**config.mk**
```make
export PLATFORM = sky130hd
export DESIGN_NAME = c_like_token_classifier_unit
export DESIGN_NICKNAME = d
export VERILOG_FILES = /design/src/rtl/core/cltc_pkg.sv /design/src/rtl/core/cltc_front.sv /design/src/rtl/core/cltc_queue.sv /design/src/rtl/core/cltc_back.sv /design/src/rtl/core/c_like_token_classifier_unit.sv
export SDC_FILE = /design/constraint.sdc
export NUM_CORES = 1
export LEC_CHECK = 0
export BUFFER_PORTS_ARGS = -buffer_cell sky130_fd_sc_hd__buf_4
export CELL_PAD_IN_SITES_DETAIL_PLACEMENT = 0
export CELL_PAD_IN_SITES_GLOBAL_PLACEMENT = 1
export CORE_ASPECT_RATIO = 1.2
export CORE_MARGIN = 1.5
export CORE_UTILIZATION = 55
export DETAILED_ROUTE_END_ITERATION = 8
export GPL_TIMING_DRIVEN = 0
export PLACE_DENSITY_LB_ADDON = 0.08
export SYNTH_ARGS = -nofsm -noshare
export SYNTH_HDL_FRONTEND = slang
export SYNTH_SLANG_ARGS = --single-unit
export TNS_END_PERCENT = 5
```
**constraint.sdc**
```tcl
create_clock -name clk -period 8.5 [get_ports clk]
set_input_delay 0.85 -clock clk [delete_from_list [all_inputs] [get_ports clk]]
set_output_delay 0.85 -clock clk [all_outputs]
set_load 0.01 [all_outputs]
```
**src/rtl/core/cltc_pkg.sv**
```systemverilog
// Shared types, constants and keyword tables of the token classifier.
package cltc_pkg;

	localparam int NUM_KW          = 31;
	localparam int DEF_MAX_KW_LEN  = 8;
	localparam int DEF_QUEUE_DEPTH = 4;
	localparam int CLASS_W         = 6;

	localparam logic [7:0] CH_SPACE  = 8'h20;
	localparam logic [7:0] CH_SQUOTE = 8'd39;
	localparam logic [7:0] CH_DQUOTE = 8'h22;
	localparam logic [7:0] CH_DOLLAR = 8'h24;

	localparam logic [CLASS_W-1:0] CL_IDENT  = 6'd0;
	localparam logic [CLASS_W-1:0] CL_INT    = 6'd1;
	localparam logic [CLASS_W-1:0] CL_REAL   = 6'd2;
	localparam logic [CLASS_W-1:0] CL_STRING = 6'd3;
	localparam logic [CLASS_W-1:0] CL_ADD    = 6'd5;
	localparam logic [CLASS_W-1:0] CL_MUL    = 6'd6;
	localparam logic [CLASS_W-1:0] CL_REL    = 6'd7;
	localparam logic [CLASS_W-1:0] CL_OR     = 6'd8;
	localparam logic [CLASS_W-1:0] CL_AND    = 6'd9;
	localparam logic [CLASS_W-1:0] CL_NOT    = 6'd10;
	localparam logic [CLASS_W-1:0] CL_EQNE   = 6'd11;
	localparam logic [CLASS_W-1:0] CL_SEMI   = 6'd12;
	localparam logic [CLASS_W-1:0] CL_SQUOTE = 6'd13;
	localparam logic [CLASS_W-1:0] CL_LPAREN = 6'd14;
	localparam logic [CLASS_W-1:0] CL_RPAREN = 6'd15;
	localparam logic [CLASS_W-1:0] CL_LBRACE = 6'd16;
	localparam logic [CLASS_W-1:0] CL_RBRACE = 6'd17;
	localparam logic [CLASS_W-1:0] CL_ASSIGN = 6'd18;
	localparam logic [CLASS_W-1:0] CL_DOLLAR = 6'd23;

	typedef enum logic [27:0] {
		S_START     = 28'd1 << 0,
		S_IDENT     = 28'd1 << 1,
		S_INT       = 28'd1 << 2,
		S_DOT       = 28'd1 << 3,
		S_REAL      = 28'd1 << 4,
		S_STR_OPEN  = 28'd1 << 5,
		S_STR_EMPTY = 28'd1 << 6,
		S_STR_BODY  = 28'd1 << 7,
		S_STR_DONE  = 28'd1 << 8,
		S_ADD       = 28'd1 << 9,
		S_MUL       = 28'd1 << 10,
		S_REL       = 28'd1 << 11,
		S_REL_EQ    = 28'd1 << 12,
		S_BAR       = 28'd1 << 13,
		S_OR        = 28'd1 << 14,
		S_AMP       = 28'd1 << 15,
		S_AND       = 28'd1 << 16,
		S_NOT       = 28'd1 << 17,
		S_NE        = 28'd1 << 18,
		S_ASSIGN    = 28'd1 << 19,
		S_EQ        = 28'd1 << 20,
		S_SEMI      = 28'd1 << 21,
		S_SQUOTE    = 28'd1 << 22,
		S_LPAREN    = 28'd1 << 23,
		S_RPAREN    = 28'd1 << 24,
		S_LBRACE    = 28'd1 << 25,
		S_RBRACE    = 28'd1 << 26,
		S_DOLLAR    = 28'd1 << 27
	} dfa_state_t;

	typedef struct packed {
		dfa_state_t         state;
		logic               err;
		logic               kw_hit;
		logic [CLASS_W-1:0] kw_code;
	} tok_word_t;

	localparam logic [63:0] KW_TEXT [NUM_KW] = '{
		"int", "float", "void", "if", "while", "return", "else", "for",
		"auto", "break", "case", "char", "const", "continue", "default", "do",
		"enum", "extern", "goto", "long", "register", "short", "signed",
		"sizeof", "static", "struct", "switch", "typedef", "union",
		"unsigned", "volatile"
	};

	localparam logic [3:0] KW_LEN [NUM_KW] = '{
		4'd3, 4'd5, 4'd4, 4'd2, 4'd5, 4'd6, 4'd4, 4'd3, 4'd4, 4'd5, 4'd4,
		4'd4, 4'd5, 4'd8, 4'd7, 4'd2, 4'd4, 4'd6, 4'd4, 4'd4, 4'd8, 4'd5,
		4'd6, 4'd6, 4'd6, 4'd6, 4'd6, 4'd7, 4'd5, 4'd8, 4'd8
	};

	localparam logic [CLASS_W-1:0] KW_CODE [NUM_KW] = '{
		6'd4, 6'd4, 6'd4, 6'd19, 6'd20, 6'd21, 6'd22, 6'd24, 6'd25, 6'd26,
		6'd27, 6'd28, 6'd29, 6'd30, 6'd31, 6'd32, 6'd33, 6'd34, 6'd35,
		6'd36, 6'd37, 6'd38, 6'd39, 6'd40, 6'd41, 6'd42, 6'd43, 6'd44,
		6'd45, 6'd46, 6'd48
	};

	// Keyword text is right-aligned in each entry, so the first character sits highest.
	function automatic logic [7:0] kw_char(input int k, input logic [3:0] pos);
		logic [3:0] sh;
		sh = KW_LEN[k] - 4'd1 - pos;
		return 8'(KW_TEXT[k] >> {sh, 3'b000});
	endfunction

endpackage

```
**src/rtl/core/cltc_front.sv**
```systemverilog
// Front end: runs each character through the DFA and the keyword match bank.
module cltc_front #(
	parameter int MAX_KEYWORD_LEN = cltc_pkg::DEF_MAX_KW_LEN
) (
	input  logic                clk,
	input  logic                arst_n,
	input  logic                in_valid,
	input  logic                q_full,
	input  logic [7:0]          line_char,
	input  logic                line_end,
	output logic                in_stall,
	output logic                push,
	output cltc_pkg::tok_word_t push_word
);

	cltc_pkg::dfa_state_t             state_q, state_n, nxt;
	logic                             err_q, err_n, nxt_ok;
	logic [cltc_pkg::NUM_KW-1:0]      cand_q, cand_n;
	logic [3:0]                       pos_q, pos_n;
	logic                             open_q, open_n;
	logic                             accept, is_space, is_lower, is_digit, finish;
	logic                             kw_hit;
	logic [cltc_pkg::CLASS_W-1:0]     kw_code;

	assign in_stall = q_full;
	assign accept   = in_valid && !q_full;
	assign is_space = (line_char == cltc_pkg::CH_SPACE);
	assign is_lower = line_char inside {[8'h61:8'h7a]};
	assign is_digit = line_char inside {[8'h30:8'h39]};

	always_comb begin
		nxt    = state_q;
		nxt_ok = 1'b1;
		case (state_q)
			cltc_pkg::S_START: begin
				if (is_lower) nxt = cltc_pkg::S_IDENT;
				else if (is_digit) nxt = cltc_pkg::S_INT;
				else if (line_char == cltc_pkg::CH_DQUOTE) nxt = cltc_pkg::S_STR_OPEN;
				else if (line_char inside {8'h2b, 8'h2d}) nxt = cltc_pkg::S_ADD;
				else if (line_char inside {8'h2a, 8'h2f}) nxt = cltc_pkg::S_MUL;
				else if (line_char inside {8'h3c, 8'h3e}) nxt = cltc_pkg::S_REL;
				else if (line_char == 8'h7c) nxt = cltc_pkg::S_BAR;
				else if (line_char == 8'h26) nxt = cltc_pkg::S_AMP;
				else if (line_char == 8'h21) nxt = cltc_pkg::S_NOT;
				else if (line_char == 8'h3d) nxt = cltc_pkg::S_ASSIGN;
				else if (line_char == 8'h3b) nxt = cltc_pkg::S_SEMI;
				else if (line_char == cltc_pkg::CH_SQUOTE) nxt = cltc_pkg::S_SQUOTE;
				else if (line_char == 8'h28) nxt = cltc_pkg::S_LPAREN;
				else if (line_char == 8'h29) nxt = cltc_pkg::S_RPAREN;
				else if (line_char == 8'h7b) nxt = cltc_pkg::S_LBRACE;
				else if (line_char == 8'h7d) nxt = cltc_pkg::S_RBRACE;
				else if (line_char == cltc_pkg::CH_DOLLAR) nxt = cltc_pkg::S_DOLLAR;
				else nxt_ok = 1'b0;
			end
			cltc_pkg::S_IDENT: begin
				nxt_ok = is_lower || is_digit;
			end
			cltc_pkg::S_INT: begin
				if (line_char == 8'h2e) nxt = cltc_pkg::S_DOT;
				else nxt_ok = is_digit;
			end
			cltc_pkg::S_DOT, cltc_pkg::S_REAL: begin
				nxt    = cltc_pkg::S_REAL;
				nxt_ok = is_digit;
			end
			cltc_pkg::S_STR_OPEN, cltc_pkg::S_STR_BODY: begin
				if (line_char == cltc_pkg::CH_DQUOTE) begin
					nxt = (state_q == cltc_pkg::S_STR_OPEN) ? cltc_pkg::S_STR_EMPTY
						: cltc_pkg::S_STR_DONE;
				end else begin
					nxt    = cltc_pkg::S_STR_BODY;
					nxt_ok = is_lower || is_digit;
				end
			end
			cltc_pkg::S_REL: begin
				nxt    = cltc_pkg::S_REL_EQ;
				nxt_ok = (line_char == 8'h3d);
			end
			cltc_pkg::S_BAR: begin
				nxt    = cltc_pkg::S_OR;
				nxt_ok = (line_char == 8'h7c);
			end
			cltc_pkg::S_AMP: begin
				nxt    = cltc_pkg::S_AND;
				nxt_ok = (line_char == 8'h26);
			end
			cltc_pkg::S_NOT: begin
				nxt    = cltc_pkg::S_NE;
				nxt_ok = (line_char == 8'h3d);
			end
			cltc_pkg::S_ASSIGN: begin
				nxt    = cltc_pkg::S_EQ;
				nxt_ok = (line_char == 8'h3d);
			end
			default: begin
				nxt_ok = 1'b0;
			end
		endcase
	end

	always_comb begin
		state_n = state_q;
		err_n   = err_q;
		cand_n  = cand_q;
		pos_n   = pos_q;
		open_n  = open_q;
		if (!is_space) begin
			open_n = 1'b1;
			for (int k = 0; k < cltc_pkg::NUM_KW; k++) begin
				cand_n[k] = cand_q[k]
					&& (cltc_pkg::KW_LEN[k] <= 4'(MAX_KEYWORD_LEN))
					&& (pos_q < cltc_pkg::KW_LEN[k])
					&& (cltc_pkg::kw_char(k, pos_q) == line_char);
			end
			if (pos_q != 4'hf) pos_n = pos_q + 4'd1;
			if (!err_q) begin
				if (nxt_ok) state_n = nxt;
				else err_n = 1'b1;
			end
		end
	end

	always_comb begin
		kw_hit  = 1'b0;
		kw_code = cltc_pkg::CL_IDENT;
		for (int k = cltc_pkg::NUM_KW - 1; k >= 0; k--) begin
			if (cand_n[k] && (cltc_pkg::KW_LEN[k] == pos_n)) begin
				kw_hit  = 1'b1;
				kw_code = cltc_pkg::KW_CODE[k];
			end
		end
	end

	assign finish = (is_space || line_end) && open_n;
	assign push   = accept && finish;

	assign push_word.state   = state_n;
	assign push_word.err     = err_n;
	assign push_word.kw_hit  = kw_hit;
	assign push_word.kw_code = kw_code;

	always_ff @(posedge clk or negedge arst_n) begin
		if (!arst_n) begin
			state_q <= cltc_pkg::S_START;
			err_q   <= 1'b0;
			cand_q  <= '1;
			pos_q   <= '0;
			open_q  <= 1'b0;
		end else if (accept) begin
			if (finish || line_end) begin
				state_q <= cltc_pkg::S_START;
				err_q   <= 1'b0;
				cand_q  <= '1;
				pos_q   <= '0;
				open_q  <= 1'b0;
			end else begin
				state_q <= state_n;
				err_q   <= err_n;
				cand_q  <= cand_n;
				pos_q   <= pos_n;
				open_q  <= open_n;
			end
		end
	end

endmodule

```
**src/rtl/core/cltc_queue.sv**
```systemverilog
// Small register queue of finished token words between the front and back ends.
module cltc_queue #(
	parameter int DEPTH = cltc_pkg::DEF_QUEUE_DEPTH
) (
	input  logic                clk,
	input  logic                arst_n,
	input  logic                push,
	input  cltc_pkg::tok_word_t push_word,
	input  logic                pop,
	output logic                full,
	output logic                empty,
	output cltc_pkg::tok_word_t head_word
);

	localparam int PW = $clog2(DEPTH);
	localparam int CW = $clog2(DEPTH + 1);

	cltc_pkg::tok_word_t mem_q [DEPTH];
	logic [PW-1:0]       wr_ptr_q, rd_ptr_q;
	logic [CW-1:0]       count_q;

	assign full      = (count_q == CW'(DEPTH));
	assign empty     = (count_q == '0);
	assign head_word = mem_q[rd_ptr_q];

	always_ff @(posedge clk) begin
		if (push) mem_q[wr_ptr_q] <= push_word;
	end

	always_ff @(posedge clk or negedge arst_n) begin
		if (!arst_n) begin
			wr_ptr_q <= '0;
			rd_ptr_q <= '0;
			count_q  <= '0;
		end else begin
			if (push) wr_ptr_q <= (wr_ptr_q == PW'(DEPTH - 1)) ? '0 : wr_ptr_q + 1'b1;
			if (pop) rd_ptr_q <= (rd_ptr_q == PW'(DEPTH - 1)) ? '0 : rd_ptr_q + 1'b1;
			if (push && !pop) count_q <= count_q + 1'b1;
			else if (pop && !push) count_q <= count_q - 1'b1;
		end
	end

endmodule

```
**src/rtl/core/cltc_back.sv**
```systemverilog
// Back end: resolves the token class from the final DFA state and drives the output word.
module cltc_back (
	input  logic                                clk,
	input  logic                                arst_n,
	input  logic                                q_empty,
	input  cltc_pkg::tok_word_t                 head_word,
	input  logic                                out_stall,
	output logic                                pop,
	output logic                                out_valid,
	output logic [cltc_pkg::CLASS_W-1:0]        token_class,
	output logic                                token_invalid
);

	logic                         valid_q, inv_q, bad;
	logic [cltc_pkg::CLASS_W-1:0] class_q, cls;

	always_comb begin
		cls = cltc_pkg::CL_IDENT;
		bad = 1'b0;
		case (head_word.state)
			cltc_pkg::S_IDENT:     cls = head_word.kw_hit ? head_word.kw_code
				: cltc_pkg::CL_IDENT;
			cltc_pkg::S_INT:       cls = cltc_pkg::CL_INT;
			cltc_pkg::S_REAL:      cls = cltc_pkg::CL_REAL;
			cltc_pkg::S_STR_EMPTY,
			cltc_pkg::S_STR_DONE:  cls = cltc_pkg::CL_STRING;
			cltc_pkg::S_ADD:       cls = cltc_pkg::CL_ADD;
			cltc_pkg::S_MUL:       cls = cltc_pkg::CL_MUL;
			cltc_pkg::S_REL,
			cltc_pkg::S_REL_EQ:    cls = cltc_pkg::CL_REL;
			cltc_pkg::S_OR:        cls = cltc_pkg::CL_OR;
			cltc_pkg::S_AND:       cls = cltc_pkg::CL_AND;
			cltc_pkg::S_NOT:       cls = cltc_pkg::CL_NOT;
			cltc_pkg::S_NE,
			cltc_pkg::S_EQ:        cls = cltc_pkg::CL_EQNE;
			cltc_pkg::S_ASSIGN:    cls = cltc_pkg::CL_ASSIGN;
			cltc_pkg::S_SEMI:      cls = cltc_pkg::CL_SEMI;
			cltc_pkg::S_SQUOTE:    cls = cltc_pkg::CL_SQUOTE;
			cltc_pkg::S_LPAREN:    cls = cltc_pkg::CL_LPAREN;
			cltc_pkg::S_RPAREN:    cls = cltc_pkg::CL_RPAREN;
			cltc_pkg::S_LBRACE:    cls = cltc_pkg::CL_LBRACE;
			cltc_pkg::S_RBRACE:    cls = cltc_pkg::CL_RBRACE;
			cltc_pkg::S_DOLLAR:    cls = cltc_pkg::CL_DOLLAR;
			default:               bad = 1'b1;
		endcase
		if (head_word.err) bad = 1'b1;
		if (bad) cls = cltc_pkg::CL_IDENT;
	end

	assign pop           = !q_empty && (!valid_q || !out_stall);
	assign out_valid     = valid_q;
	assign token_class   = class_q;
	assign token_invalid = inv_q;

	always_ff @(posedge clk) begin
		if (pop) begin
			class_q <= cls;
			inv_q   <= bad;
		end
	end

	always_ff @(posedge clk or negedge arst_n) begin
		if (!arst_n) begin
			valid_q <= 1'b0;
		end else if (pop) begin
			valid_q <= 1'b1;
		end else if (!out_stall) begin
			valid_q <= 1'b0;
		end
	end

endmodule

```
**src/rtl/core/c_like_token_classifier_unit.sv**
```systemverilog
// Top level of the token classifier: front end, word queue and back end.
// The block takes one character per cycle and stalls its input only when the word queue
// of QUEUE_DEPTH finished tokens is full. A token ends at a space or at the last character
// of a line; its class word goes through the queue and then the output register, which it
// reaches once the queue is drained to it, and stays there until taken. The front end's
// combinational DFA and keyword match bank set the one-cycle-per-character rate.
module c_like_token_classifier_unit #(
	parameter int MAX_KEYWORD_LEN = cltc_pkg::DEF_MAX_KW_LEN,
	parameter int QUEUE_DEPTH     = cltc_pkg::DEF_QUEUE_DEPTH
) (
	input  logic                         clk,
	input  logic                         arst_n,
	input  logic                         in_valid,
	output logic                         in_stall,
	input  logic [7:0]                   line_char,
	input  logic                         line_end,
	output logic                         out_valid,
	input  logic                         out_stall,
	output logic [cltc_pkg::CLASS_W-1:0] token_class,
	output logic                         token_invalid
);

	logic                q_full, q_empty, push, pop;
	cltc_pkg::tok_word_t push_word, head_word;

	cltc_front #(
		.MAX_KEYWORD_LEN(MAX_KEYWORD_LEN)
	) u_front (
		.clk       (clk),
		.arst_n    (arst_n),
		.in_valid  (in_valid),
		.q_full    (q_full),
		.line_char (line_char),
		.line_end  (line_end),
		.in_stall  (in_stall),
		.push      (push),
		.push_word (push_word)
	);

	cltc_queue #(
		.DEPTH(QUEUE_DEPTH)
	) u_queue (
		.clk       (clk),
		.arst_n    (arst_n),
		.push      (push),
		.push_word (push_word),
		.pop       (pop),
		.full      (q_full),
		.empty     (q_empty),
		.head_word (head_word)
	);

	cltc_back u_back (
		.clk           (clk),
		.arst_n        (arst_n),
		.q_empty       (q_empty),
		.head_word     (head_word),
		.out_stall     (out_stall),
		.pop           (pop),
		.out_valid     (out_valid),
		.token_class   (token_class),
		.token_invalid (token_invalid)
	);

endmodule

```
# [After elaboration in Yosys (flattened, before gate mapping)]
# Memory sizes are Yosys's and may differ from the RTL's.
# Cells that the tools add are included.
[op_classes] add_sub_neg=12 magnitude_cmp=11 eq_ne=97 n_shift=31 n_mux=130 reduce_logical=123
[op_table] cell="28-bit two-way mux" count=23
[op_table] cell="47-bit by 7-bit >> shifter with 8-bit output (first input constant)" count=7
[op_table] cell="28-bit case mux with 9 select lines" count=1
[op_table] cell="63-bit by 7-bit >> shifter with 8-bit output (first input constant)" count=4
[op_table] cell="8-bit equality test" count=31
[op_table] cell="31-bit by 7-bit >> shifter with 8-bit output (first input constant)" count=8
[op_table] cell="39-bit by 7-bit >> shifter with 8-bit output (first input constant)" count=6
[op_table] cell="6-bit two-way mux" count=32
[op_table] cell="8-bit by 6-bit equality test with 1-bit output (second input constant)" count=17
[op_table] cell="6-bit case mux with 19 select lines" count=1
[op_table] cell="55-bit by 7-bit >> shifter with 8-bit output (first input constant)" count=2
[op_table] cell="1-bit logical AND" count=101
[op_table] cell="1-bit two-way mux" count=62
[op_table] cell="31-bit two-way mux" count=2
[op_table] cell="28-bit by 12-bit equality test with 1-bit output (second input constant)" count=2
[op_table] cell="28-bit by 18-bit equality test with 1-bit output (second input constant)" count=2
[op_table] cell="28-bit by 2-bit equality test with 1-bit output (second input constant)" count=2
[op_table] cell="28-bit by 20-bit equality test with 1-bit output (second input constant)" count=2
[op_table] cell="28-bit by 3-bit equality test with 1-bit output (second input constant)" count=2
[op_table] cell="28-bit by 5-bit equality test with 1-bit output (second input constant)" count=2
[op_table] cell="23-bit by 7-bit >> shifter with 8-bit output (first input constant)" count=2
[op_table] cell="15-bit by 7-bit >> shifter with 8-bit output (first input constant)" count=2
[op_table] cell="28-bit by 1-bit equality test with 1-bit output (second input constant)" count=1
[op_table] cell="28-bit by 10-bit equality test with 1-bit output (second input constant)" count=1
[op_table] cell="54 further kinds" count=89
[word_totals] reg_bits=80 ram_bits=144 input_bits=13 out_inout_bits=9 wordCells=416 n_memories=1
[mem_list] memory="u_queue.mem_q" depth=4 width=36 read_ports=1 rd_clocked_by_memory_dff=0 wr=1 line="cltc_queue.sv:18" rtl="cltc_pkg::tok_word_t mem_q [DEPTH];"

# [Longest topological paths before layout]
[depth] depth_word=37 depth_mapped=17 ltp_nobuf=14

# [Modules after synthesis]
# Synthesis repeated with hierarchy kept, for this count alone.
[hier_totals] hier_cells=1525 area_unflattened_um2=14978.1
[by_module_without_submodules] module="cltc_front" n_inst=1 cells_each=1189 area_each_um2=8404.3 seq_area_each_um2=1666.6
[by_module_without_submodules] module="cltc_queue" n_inst=1 cells_each=225 area_each_um2=5620.4 seq_area_each_um2=4499.3
[by_module_without_submodules] module="cltc_back" n_inst=1 cells_each=111 area_each_um2=953.4 seq_area_each_um2=235.2

# [Worst setup path before layout]
# No wires, ideal clock.
[synth_path] kind="input to register" start="in line_char[4]" end="mem u_queue.mem_q[3][0] in the netlist's numbering (enable)" setup_time_ns=0.397 arrival_time_ns=3.812 t_required_ns=8.103 setup_slack_ns=4.292 stages=10 n_path_buf=5 cell_sequence="clkbuf_1 clkbuf_1 clkbuf_1 nor3_1 nand2_1 clkbuf_1 buf_1 nand2_1 a21oi_1 and2_1"
[synth_between] elab_chain_len=6 word_cells_on_any_way=7 cone_classes="1 x eq/ne; 3 x mux; 3 x reduce/logical"
[synth_lines] item="start, declared" line="c_like_token_classifier_unit.sv:15" rtl="input logic [7:0] line_char,"
[synth_lines] item="8-bit by 6-bit equality test with 1-bit output *" line="cltc_front.sv:27" rtl="assign is_space = (line_char == cltc_pkg::CH_SPACE);"
[synth_lines] item="1-bit two-way mux or 1-bit logical OR (tied branches)" line="cltc_front.sv:107, cltc_front.sv:134"
[synth_lines] item="1-bit logical AND *" line="cltc_front.sv:134" rtl="assign finish = (is_space || line_end) && open_n;"
[synth_lines] item="1-bit logical AND *" line="cltc_front.sv:135" rtl="assign push = accept && finish;"
[synth_lines] item="via push" line="c_like_token_classifier_unit.sv:23" rtl="logic q_full, q_empty, push, pop;"
[synth_lines] item="1-bit two-way mux *" line="cltc_queue.sv:27" rtl="if (push) mem_q[wr_ptr_q] <= push_word;"
[synth_lines] item="1-bit two-way mux (implied by the code) *" line="cltc_queue.sv:27"
[synth_lines] item="end, declared" line="cltc_queue.sv:18"
# The timed path passes the listed nets; every way through them passes the cells marked *.

==> flow_metrics.tcl <==
set metrics [dict create \
    status "completed" \
    die_x_um 152 \
    skew_ns 0.0120 \
    fmax_mhz 144 \
    dp_hpwl_mm 42.3 \
    cts_tree "yes" \
    via_per_inst 6.99 \
    initial_utilization 0.558 \
    ys_warn_count 0 \
    pre_cts_ws_ns 1.86 \
    syn_nets 1568 \
    rsz0062_at_grt "false" \
    timing.final.crit_share 0.816 \
    h-tree-depth 1 \
    setup_ws_ns 1.56 \
    ys_top_cells_by_area "edfxtp_1 31%, dfrtp_1 7.0%, dfstp_2 5.8%" \
    syn_to_final_growth_pct 9.32 \
    dp.cells 1882 \
    holdPathStages 2 \
    io_pins 22 \
    grt_overflow 0 \
    drt_first_iter_violations 1461 \
    p_seq_frac 0.307 \
    gp_congestion 1.10 \
    clk_latency_ns 0.51 \
    synth_commonest_cells "151 x edfxtp_1, 151 x nand2_1, 122 x nor2_1" \
    cts_resized 0 \
    cts_setup_buffers 0 \
    die_y_um 182 \
    cts_buffers 22 \
    clkPwrFrac 0.206 \
    worstPathMaxFanout 13 \
    report.final.setup_viol 0 \
    synth_edf_count 151 \
    cts_sinks 224 \
    power_leakage_nw 5.53 \
    first_pass_iters 6 \
    grt_use_total 0.412 \
    r2r_cells 16 \
    worst_slew_pin_slew_ns 1.30 \
    fillCellCount 2264 \
    synthArstFlopShare 0.326 \
    ys.flop_type "edfxtp_1" \
    clockBufferDepth 3 \
    nNetsFinal 1614 \
    start_kind "flop" \
    antenna_cells 0 \
    timing.hold.ws_ns 0.482 \
    clk_pin_slew_ns 0.07 \
    port_buffers 18 \
    cp-end-kind "flop" \
    p_sw_mw 2.06 \
    slew_headroom 0.108 \
    wl_per_cell_um 29.2 \
    core_area_sq_um 26200 \
    synthCells 1526 \
    die_area_sq_um 27600 \
    pwr-share-comb 0.487 \
    hp-class "reg2reg" \
    drc 0 \
    yosysSeqAreaShare 0.438 \
    final_layout_size_suffix_gt1_frac 0.105 \
    hold_viol_final 0 \
    crit_type "reg2reg" \
    swShare 0.428 \
    drt_wl_total_mm 56.1 \
    p_int_mw 2.75 \
    power_density_nw_per_um2 301 \
    grt_pass1_wl_mm 82.3 \
    slew_violations 0 \
    hold_buffers 0 \
    synth_cell_type_count 86 \
    critPathArrivalTime_ns 7.16 \
    clockRootBuffer "clkbuf_16" \
    yosysTopAreaCell "edfxtp_1" \
    min_period_ns 6.94 \
    tns_ns 0 \
    rows 65 \
    antenna_found_initial 2 \
    vias 13400 \
    max_cap_violations 0 \
    final_cell_count_no_fill 1923 \
    syn_area_sq_um 14600 \
    postSynthAreaPerCell_sq_um 9.57 \
    antenna_left 0 \
    grt_max_degree 74 \
    cp_data_required_time_ns 8.72 \
    ys_ff_latch 224 \
    grt_pass1_vias 13200 \
    max-vdd-ir-drop_mv 0.236 \
    synth_top_area_frac 0.310 \
    fin_util 0.610 \
]
## critical path, cell delays in order (launching register included)
cell and delay, ns:
dfrtp_1 0.50, clkbuf_1 0.52, clkinv_1 0.72, ha_1 0.57, clkbuf_1 0.33, clkbuf_1 0.45
clkbuf_1 0.51, inv_1 0.19, o22a_1 0.24, o21ai_0 0.14, nand3_1 0.10, o31ai_1 0.89
nand3_1 0.23, o211a_1 0.21, a311oi_1 0.26, o311ai_0 0.17, a211oi_1 0.61
## routing by layer
metal  global-route usage  routed length (um)  vias to the layer above
met5                    0                  13                        -
li1                     -                   -                     5869
met4                0.354                5750                        2
met1                0.458               19300                     6499
met3               0.0739                4380                      294
met2                0.671               26600                      779
## power by group through the flow
stage               combinational, mW  clock (mW)  sequential, mW
floorplan                        1.58           0            1.46
global placement                 2.25           0            1.48
CTS                              2.28       0.995            1.47
global route                     2.51        1.03            1.49
detailed placement               2.27           0            1.49
finish                           2.34       0.988            1.48
## per-stage QoR
| step | instance area, sq um | total power [mW] |
|---|---|---|
| after floorplan | 14600 | 3.04 |
| after global placement | 15200 | 3.73 |
| after detailed placement | 15200 | 3.76 |
| after CTS | 16000 | 4.75 |
| after global routing | 16000 | 5.03 |
| final | 16000 | 4.81 |
## placed cells by master (no fill, tap or decap), drive strengths merged, types with 14 or more instances in the layout
master	netlist	routed
o21ai	101	101
or3	25	25
nor2	122	122
a31oi	22	22
clkbuf	72	99
xnor2	50	50
xor2	18	18
inv	28	30
nor3	64	64
dfrtp	41	41
dfstp	32	32
nand3	54	54
o22ai	18	18
edfxtp	151	151
or2	18	18
and2	16	16
nand2b	29	29
and3	14	14
nor2b	31	31
buf	32	54
nand2	151	151
a21oi	88	88
nor4	29	29
mux4	31	31
ha	28	28
## final cells by class
cell class,instances,area [sq um],area share
Multi-Input combinational cell,1167,7700,0.482
Clock inverter,13,130,0.00815
Inverter,31,116,0.00729
Sequential cell,224,6400,0.401
Buffer,104,403,0.0252
Clock buffer,27,601,0.0376
Timing Repair Buffer,22,200,0.0125
Tap cell,335,419,0.0262
## state kept, by name (all words and copies together) (netlist names)
signal                count
u_queue.count_q           3
u_queue.mem_q           144
u_front.cand_q           31
u_front.state_q          28
u_back.token_class        6
u_front.open_q            1
u_queue.wr_ptr_q          2
u_back.token_invalid      1
u_front.err_q             1
u_queue.rd_ptr_q          2
u_back.out_valid          1
u_front.pos_q             4
## logic make-up after synthesis
group | after synthesis | synth area share
and+or+nand+nor | 622 | 0.219
AOI/OAI and AO/OA | 406 | 0.186
DFF | 224 | 0.438
muxes | 42 | 0.0555
xor gates and xnor gates | 68 | 0.0408
adders and majority gates | 29 | 0.0254
buffers and inverters | 135 | 0.0355
## final timing paths
path / startpoint / end / slack (ns)
min in group asynchronous: arst_n / u_front.state_q[13]$_DFFE_PN0P_ / 0.50
max in group asynchronous: arst_n / u_queue.wr_ptr_q[0]$_DFFE_PN0P_ / 7.31
hold / removal: u_front.cand_q[7]$_DFFE_PN1P_ / u_front.cand_q[7]$_DFFE_PN1P_ / 0.48
hold reg to reg: u_front.cand_q[7]$_DFFE_PN1P_ / u_front.cand_q[7]$_DFFE_PN1P_ / 0.48
setup / recovery: u_front.pos_q[2]$_DFFE_PN0P_ / u_queue.mem_q[0][0]$_DFFE_PP_ / 1.56
setup reg to reg: u_front.pos_q[2]$_DFFE_PN0P_ / u_queue.mem_q[0][0]$_DFFE_PP_ / 1.56
No activity file was read; power rests on OpenSTA's default activity.
